`src/hdl/gdds_pkg.sv`:
```
// ----------------------------------------------------------------------------
// gdds_pkg
// Shared widths, register indexes and types of the grid density diffusion
// stencil unit.
// ----------------------------------------------------------------------------
`default_nettype none

package gdds_pkg;

    // Default grid capacity (interior cells per row and column)
    localparam int GRID_MAX_DEF = 256;

    // Field widths
    localparam int DENS_W     = 16;
    localparam int SIZE_W     = 9;
    localparam int GAIN_W     = 16;
    localparam int CFG_ADDR_W = 1;
    localparam int CFG_DATA_W = 16;

    // Configuration register indexes
    localparam logic [CFG_ADDR_W-1:0] REG_INTERIOR_SIZE  = 1'b0;
    localparam logic [CFG_ADDR_W-1:0] REG_DIFFUSION_GAIN = 1'b1;

    // Register reset values and limits
    localparam logic [SIZE_W-1:0] SIZE_RESET = 9'd64;
    localparam logic [SIZE_W-1:0] SIZE_MIN   = 9'd2;
    localparam logic [GAIN_W-1:0] GAIN_RESET = 16'd1638;

    // Which neighbors of a cell are interior and take part in the stencil
    typedef struct packed {
        logic left;
        logic right;
        logic up;
        logic down;
    } gdds_nbr_t;

endpackage

`default_nettype wire

```
`src/hdl/gdds_stencil_core.sv`:
```
// ----------------------------------------------------------------------------
// gdds_stencil_core
// Five-point diffusion datapath: neighbor sum minus count times centre,
// scaled by the Q2.14 gain, rounded to Q0.16, added to the centre, saturated.
// ----------------------------------------------------------------------------
`default_nettype none

module gdds_stencil_core
    import gdds_pkg::*;
(
    input  wire logic      [DENS_W-1:0] old_dens,
    input  wire logic      [DENS_W-1:0] left_dens,
    input  wire logic      [DENS_W-1:0] right_dens,
    input  wire logic      [DENS_W-1:0] up_dens,
    input  wire logic      [DENS_W-1:0] down_dens,
    input  wire gdds_nbr_t              nbr,
    input  wire logic      [GAIN_W-1:0] gain,
    output logic           [DENS_W-1:0] new_dens
);

    localparam int NSUM_W = DENS_W + 2;
    localparam int DIFF_W = NSUM_W + 1;
    localparam int PROD_W = GAIN_W + 1 + DIFF_W;
    localparam int FRAC_W = 14;
    localparam int Q_W    = PROD_W - FRAC_W;
    localparam int V_W    = Q_W + 1;

    localparam logic [2:0] CNT_NONE  = 3'd0;
    localparam logic [2:0] CNT_ONE   = 3'd1;
    localparam logic [2:0] CNT_TWO   = 3'd2;
    localparam logic [2:0] CNT_THREE = 3'd3;
    localparam logic [2:0] CNT_FOUR  = 3'd4;

    localparam logic signed [PROD_W-1:0] ROUND_HALF = PROD_W'(1 << (FRAC_W - 1));

    logic        [NSUM_W-1:0] nbr_sum;
    logic        [2:0]        nbr_cnt;
    logic        [NSUM_W-1:0] old_scaled;
    logic signed [DIFF_W-1:0] diff;
    logic signed [GAIN_W:0]   gain_s;
    logic signed [PROD_W-1:0] prod;
    logic signed [PROD_W-1:0] prod_rnd;
    logic signed [Q_W-1:0]    step_q;
    logic signed [DENS_W:0]   old_s;
    logic signed [V_W-1:0]    sum_v;

    // Sum the interior neighbors and count them
    always_comb begin
        nbr_sum = (nbr.left  ? NSUM_W'(left_dens)  : '0)
                + (nbr.right ? NSUM_W'(right_dens) : '0)
                + (nbr.up    ? NSUM_W'(up_dens)    : '0)
                + (nbr.down  ? NSUM_W'(down_dens)  : '0);
        nbr_cnt = 3'(nbr.left) + 3'(nbr.right) + 3'(nbr.up) + 3'(nbr.down);
    end

    // Scale the centre by the neighbor count
    always_comb begin
        unique case (nbr_cnt)
            CNT_NONE:  old_scaled = '0;
            CNT_ONE:   old_scaled = NSUM_W'(old_dens);
            CNT_TWO:   old_scaled = NSUM_W'(old_dens) << 1;
            CNT_THREE: old_scaled = (NSUM_W'(old_dens) << 1) + NSUM_W'(old_dens);
            CNT_FOUR:  old_scaled = NSUM_W'(old_dens) << 2;
            default:   old_scaled = '0;
        endcase
    end

    // Laplacian times gain, rounded half up to Q0.16, added to the centre, then saturate
    always_comb begin
        diff     = signed'({1'b0, nbr_sum}) - signed'({1'b0, old_scaled});
        gain_s   = signed'({1'b0, gain});
        prod     = gain_s * diff;
        prod_rnd = prod + ROUND_HALF;
        step_q   = signed'(prod_rnd[PROD_W-1:FRAC_W]);
        old_s    = signed'({1'b0, old_dens});
        sum_v    = step_q + old_s;
        if (sum_v[V_W-1]) begin
            new_dens = '0;
        end else if (|sum_v[V_W-2:DENS_W]) begin
            new_dens = '1;
        end else begin
            new_dens = sum_v[DENS_W-1:0];
        end
    end

endmodule

`default_nettype wire

```
`config.mk`:
```
export PLATFORM = sky130hd
export DESIGN_NAME = gdds_stencil_core
export DESIGN_NICKNAME = d
export VERILOG_FILES = /design/src/hdl/gdds_pkg.sv /design/src/hdl/gdds_stencil_core.sv
export SDC_FILE = /design/constraint.sdc
export NUM_CORES = 1
export LEC_CHECK = 0
export BUFFER_PORTS_ARGS = -buffer_cell sky130_fd_sc_hd__buf_2
export CAP_MARGIN = 20
export CORE_MARGIN = 2
export CORE_UTILIZATION = 30
export DETAILED_ROUTE_END_ITERATION = 16
export PLACE_DENSITY = 0.55
export SYNTH_ARGS = -nofsm -noshare
export SYNTH_HDL_FRONTEND = slang
export SYNTH_SLANG_ARGS = --single-unit
```
`constraint.sdc`:
```
create_clock -name vclk -period 36.5
set_input_delay 10.95 -clock vclk [all_inputs]
set_output_delay 10.95 -clock vclk [all_outputs]
set_load 0.01 [all_outputs]
```
======== After elaboration in Yosys (flattened, before gate mapping) ========
Cells that the tools add are included.
word-level totals
  output and inout port bits .............. 16
  logic and storage cells ................. 23
  memories kept ........................... 0
  bits in latches ......................... 0
  RAM bits ................................ 0
  flip-flop bits (word level) ............. 0
  bits in read-only memories .............. 0
operators by class
  shifts and indexed selects .............. 0
  div/mod/pow operators ................... 0
  $add $sub $neg .......................... 10
  mux-type cells .......................... 7
  multipliers ............................. 1
  reduce and logical (&&, ||, !) cells .... 1
  equal/unequal tests ..................... 4
  magnitude comparators ................... 0
  bitwise operators ....................... 0
operators by type and width
  cell                    count
  $mux 16                 6
  $pmux 18 s4             1
  $add 17x16->18          2
  $add 36x15->36 const B  1
  $mul 17x19->36          1
  $add 22x17->23          1
  $sub 18x18->19          1
  $add 18x16->18          1
  $add 16x16->17          1
  $eq 3x2->1 const B      2
  $reduce_or 6->1         1
  $add 2x1->3             1
  $add 3x1->3             1
  $eq 3x1->1 const B      1
  $eq 3x3->1 const B      1
  $add 1x1->2             1

======== Depth between registers and ports, before layout ========
Gate-level depths: netlist of run 1.
  word-level depth ........................ 12
  mapped depth ............................ 64
  gate-level depth less buffers ........... 60

======== Worst setup path after synthesis of run 1 ========
Ideal clock, no wire load.
  kind .................................... input port to output port
  start point ............................. in nbr[0] (netlist bit)
  end point ............................... out new_dens[13]
  cell stages on the path ................. 60
  data arrival time ....................... 24.487 ns
  path slack .............................. 1.063 ns
  path through ............................ clkbuf_1 inv_1 fa_1 inv_1 ha_1 ha_1 nor3b_1 clkbuf_1 a22o_1 a21oi_1 fa_1 fa_1 inv_1 fa_1 inv_1 ha_1 fa_1 a21o_1 [24 not listed] o21a_1 o21a_1 o21a_1 o21a_1 o31a_1 ha_1 or4_1 a211o_1 a21oi_1 o211ai_1 and2_1 nor4_1 o21ai_0 mux2i_1 o211a_1 o22a_2 buf_6 o31ai_2
between the ends
  word-level cells in the longest chain between the ends .. 10
  elaborated cells between the ends (all ways) .. 15
  those cells by class .................... 5 x add/sub; 1 x mul; 4 x eq/ne; 4 x mux; 1 x reduce/logical
RTL lines
  what                                                                    line                     RTL
  start, declared                                                         gdds_stencil_core.sv:16  input wire gdds_nbr_t nbr,
  parallel branches: the longest is 3 deep, another holds $add 18x16->18  --
  $sub 18x18->19 (*)                                                      gdds_stencil_core.sv:70  diff = signed'({1'b0, nbr_sum}) - signed'({1'b0, old_scaled});
  $mul 17x19->36 (*)                                                      gdds_stencil_core.sv:72  prod = gain_s * diff;
  $add 36x15->36 (*)                                                      gdds_stencil_core.sv:73  prod_rnd = prod + ROUND_HALF;
  $add 22x17->23 (*)                                                      gdds_stencil_core.sv:76  sum_v = step_q + old_s;
  $reduce_or 6->1                                                         gdds_stencil_core.sv:79  end else if (|sum_v[V_W-2:DENS_W]) begin
  $mux 16                                                                 gdds_stencil_core.sv:79
  $mux 16 (*)                                                             gdds_stencil_core.sv:77  if (sum_v[V_W-1]) begin
  end, declared                                                           gdds_stencil_core.sv:18  output logic [DENS_W-1:0] new_dens
Every way passes the cells marked *.

======== Final worst setup path of run 1 ========
Same ends and word-level chain as after synthesis.

==> reports/metrics.csv, run 1 <==
metric,value,unit
"slowest stage delay, CP",0.55,ns
Post-layout nets,2503,
Register Area,0,µm²
multiplexer share of the synthesized area,0.0006352,
endpoints failing setup,0,
layout cells sized above 1,0.09989,
Worst Tran Pin Value,0.6717,ns
1st-iter DRT viols,591,
CP dominant cell by count,fa_1,
post-synthesis xor/xnor area fraction,0.03946,
list of most frequent post-synthesis cells,"inv_1, fa_1, and2_1",
"count leader, synth",inv_1,
"Hold Vio Cnt, Final",0,
post-synth top area cell,fa_1,
first-pass iteration count of the detailed router,6,
Core ar.,51610,µm²
antenna violations before repair,0,
vias per inst,4.678,
Synth Area in Compound Gates,0.09695,
cells after synthesis,1793,
Hold Path Origin,old_dens[0],
Slew HR,0.5481,
Die Width,233.2,µm
max cap viols,0,
sequential cell area fraction in the yosys report,0,
PortBufs,116,
worst path required time,25.55,ns
Yosys cell types,71,
crit path max fanout,16,
period utilization,0.9808,
# diodes,0,
via count,11990,
average size of a mapped cell,8.788,µm²
first-pass GRT wire length,66950,µm
Total Wirelength,39370,µm
WS Path Type,input pin to primary output,
FMAX,27.93,MHz
Layout area overhead,9.473,%
DIE HEIGHT,233.2,µm
WHS Path Cells,5,
hold endpoint,new_dens[0],
CP Data Arrival Time,24.85,ns
Residual DRC,0,
CP startpoint kind,input pin,
Total Routing Usage GR,0.1514,
worst hold path class,input pin to primary output,
fin. max-slew vios,0,
GR Overflow Total,0,
Tmin final,35.80,ns
FP Rows,83,
Initial Util,0.3053,
Non-Filler Instances,2562,
syn_nets,2412,
Seq cells,0,
Antenna Nets Post-Route,0,
Syn. warnings,0,
largest net degree at the start of global routing,20,
Yosys top cell area share,0.4370,
mapped cell area,15760,µm²
largest family of logic cells by synthesized area,adder cells,
status,completed,
HPWL after DPL,35240,µm
dominant cells by area after synthesis,"fa_1, ha_1, inv_1",
crit end category,primary output,
clk_buf instances,0,
CP max-delay cell,fa_1,
"delay-heaviest family, CP",adder cells,
Post-Synth Adder-Cell Area,0.5760,
Routed WL per cell,15.37,µm
I/O pin count,116,
fill cell count,5412,
Final GP Congestion,0.8425,
Buffers & Inverters on Critical Path,10,
Placed Cells,2556,
simple-gate share of the synthesized area,0.1660,
Die ar.,54380,µm²
vias in the first global route,13220,
worst max-delay path by stage:
stage / depth (start not counted) / start / slack, ns / to
2_1_floorplan: 60 / nbr[0] / 1.06 / new_dens[13]
3_3_place_gp: 59 / nbr[0] / -0.10 / new_dens[15]
3_5_place_dp: 59 / nbr[0] / -0.54 / new_dens[15]
4_1_cts: 55 / old_dens[1] / 0.06 / new_dens[15]
5_1_grt: 58 / nbr[0] / -0.04 / new_dens[13]
6_report: 56 / nbr[0] / 0.70 / new_dens[13]
kinds of logic (layout without fill, tap and decap cells):
family          Yosys count  after routing
compound gates          212            212
xor+xnor                 71             71
fa+ha+maj               519            519
buf+inv                 498            587
mux                       1              1
simple gates            492            492
layer usage:
metal  GRT usage  up-vias  wire length [µm]  part of all wire
met4     0.02289        0               665             0.017
met5           0        -                 0                 0
met3    0.003906       38               974             0.025
met1      0.1956     6117             16830              0.43
met2      0.2853      190             20900              0.53
li1            -     5640                 -                 -
placed cells by master, fill, tap and decap left out, types with 11 or more instances in the layout:
cell        n
a21o_1     28
a21oi_1    47
a222oi_1   13
and2_1    229
buf_2     116
buf_4      27
fa_1      344
ha_1      175
inv_1     441
nand2_1   161
nor2_1     37
nor3_1     11
o21ai_0    28
o21ai_2    12
o21bai_1   12
xnor2_1    44
xor2_1     25
final cells by class:
class                      count  area, µm²  share of cell area
inverter                     443       1667             0.09661
multi-input combinational   1295      13930              0.8075
tap                          680      850.8             0.04932
timing repair buffer         144      803.3             0.04657
stage by stage:
stage            util  hold WS (ns)  instance area, µm²  setup TNS (ns)  worst slack (ns)
4_1_cts        0.3319         22.54               17130               0           0.05729
6_report       0.3342         22.51               17250               0            0.7000
5_1_grt        0.3342         22.56               17250        -0.03954          -0.03863
3_3_place_gp   0.3315         22.54               17110         -0.1143           -0.1008
2_1_floorplan       -         22.21               15760               0             1.063
3_5_place_dp   0.3315         22.53               17110          -5.497           -0.5350
repair_timing:
action | 4_1_cts | 5_1_grt
setup buffers | 0 | 6
setup endpoints to repair | 16 | 16
pin swaps | 0 | 1
resized for setup | 3 | 15
hold buffers | 0 | 0
endpoints found under the hold margin | 0 | 0
Power of run 1 is left out: the tool's default activity adds up to more than one toggle a clock period on the data nets, which glitch-free logic cannot reach.
==> inputs of run 2 (changes only) <==
--- a/config.mk
+++ b/config.mk
@@ -10,7 +10,7 @@
 export CORE_MARGIN = 2
 export CORE_UTILIZATION = 30
 export DETAILED_ROUTE_END_ITERATION = 16
-export PLACE_DENSITY = 0.55
 export SYNTH_ARGS = -nofsm -noshare
 export SYNTH_HDL_FRONTEND = slang
 export SYNTH_SLANG_ARGS = --single-unit
+export TNS_END_PERCENT = 10
==> reports/metrics.csv, run 2 (synthesized netlist as in run 1, its figures left out) <==
metric,value,unit
post-route cell area,17310,µm²
worst path required time,25.55,ns
crit end category,primary output,
"Hold-fix buffers, CTS",0,
fin. max-slew vios,0,
CP dominant cell by count,fa_1,
antenna violations before repair,0,
worst hold path class,input pin to primary output,
WS Path Type,input pin to primary output,
first-pass iteration count of the detailed router,6,
Tmin final,35.84,ns
CP Data Arrival Time,24.89,ns
Register Area,0,µm²
Antenna Nets Post-Route,0,
PortBufs,116,
status,completed,
Slew HR,0.3430,
Worst Tran Pin Value,0.9784,ns
FMAX,27.90,MHz
DIE HEIGHT,233.2,µm
Layout area overhead,9.854,%
Die Width,233.2,µm
I/O pin count,116,
period utilization,0.9819,
HPWL after DPL,34630,µm
GR Overflow Total,0,
Residual DRC,0,
Total Routing Usage GR,0.1520,
first-pass GRT wire length,67240,µm
crit path max fanout,15,
Routed WL per cell,15.33,µm
CP max-delay cell,fa_1,
max cap viols,0,
"Hold Vio Cnt, Final",0,
"commonest non-fill, non-tap cell in the layout",inv_1,
vias in the first global route,13520,
endpoints failing setup,0,
"slowest stage delay, CP",0.52,ns
Die ar.,54380,µm²
fill cell count,5378,
clk_buf instances,0,
largest net degree at the start of global routing,20,
Post-layout nets,2507,
via count,12050,
Final GP Congestion,0.8770,
Placement Cell Area,17100,µm²
# diodes,0,
Core ar.,51610,µm²
layout cells sized above 1,0.1045,
Seq cells,0,
FP Rows,83,
Total Wirelength,39350,µm
Initial Util,0.3053,
CP startpoint kind,input pin,
1st-iter DRT viols,624,
vias per inst,4.698,
"commonest cells after routing, fill and taps aside","inv_1, fa_1, and2_1, ha_1, nand2_1",
run 2: path summary, 6_finish.rpt:
kind                     from  cells after the start  slack [ns]      endpoint
hold / removal    old_dens[0]                      5       22.59   new_dens[0]
setup / recovery       nbr[0]                     56        0.66  new_dens[11]
run 2: layout make-up:
class	instances	area, µm²	area share
multi-input combinational	1295	13950	0.8059
inverter	443	1663	0.09606
tap	680	850.8	0.04915
timing repair buffer	148	845.8	0.04886
run 2: through the flow:
stage	setup slack, ns	util	TNS (ns)	instances	hold WS [ns]
floorplan	1.063	-	0	1793	22.21
global placement	-0.008383	0.3314	-0.008383	2555	22.58
detailed placement	-0.4272	0.3314	-5.118	2555	22.60
CTS	0.09724	0.3317	0	2555	22.59
global route	-0.03924	0.3354	-0.2172	2566	22.63
finish	0.6604	0.3354	0	2566	22.59
run 2: timing repair:
action                     in CTS  in global routing
pin swaps                       0                  1
setup endpoints to repair      16                 16
setup buffers                   0                 11
resized for setup               3                 20
cloned                          0                  0
run 2: critical path, delay by kind of cell:
kind	cells	cell delay [ns]
adders and majority gates	15	6.49
AOI/OAI and AO/OA	19	4.21
and+or+nand+nor	6	1.52
buffers and inverters	13	1.20
xor gates and xnor gates	2	0.33
muxes	1	0.17
run 2: layer usage:
layer	GRT usage	up-vias	part of all wire
met3	0.009033	37	0.024
met2	0.2844	201	0.52
met5	0	-	0
met4	0.02548	0	0.019
li1	-	5645	-
met1	0.1937	6171	0.43
Power of run 2 is left out for the same reason.
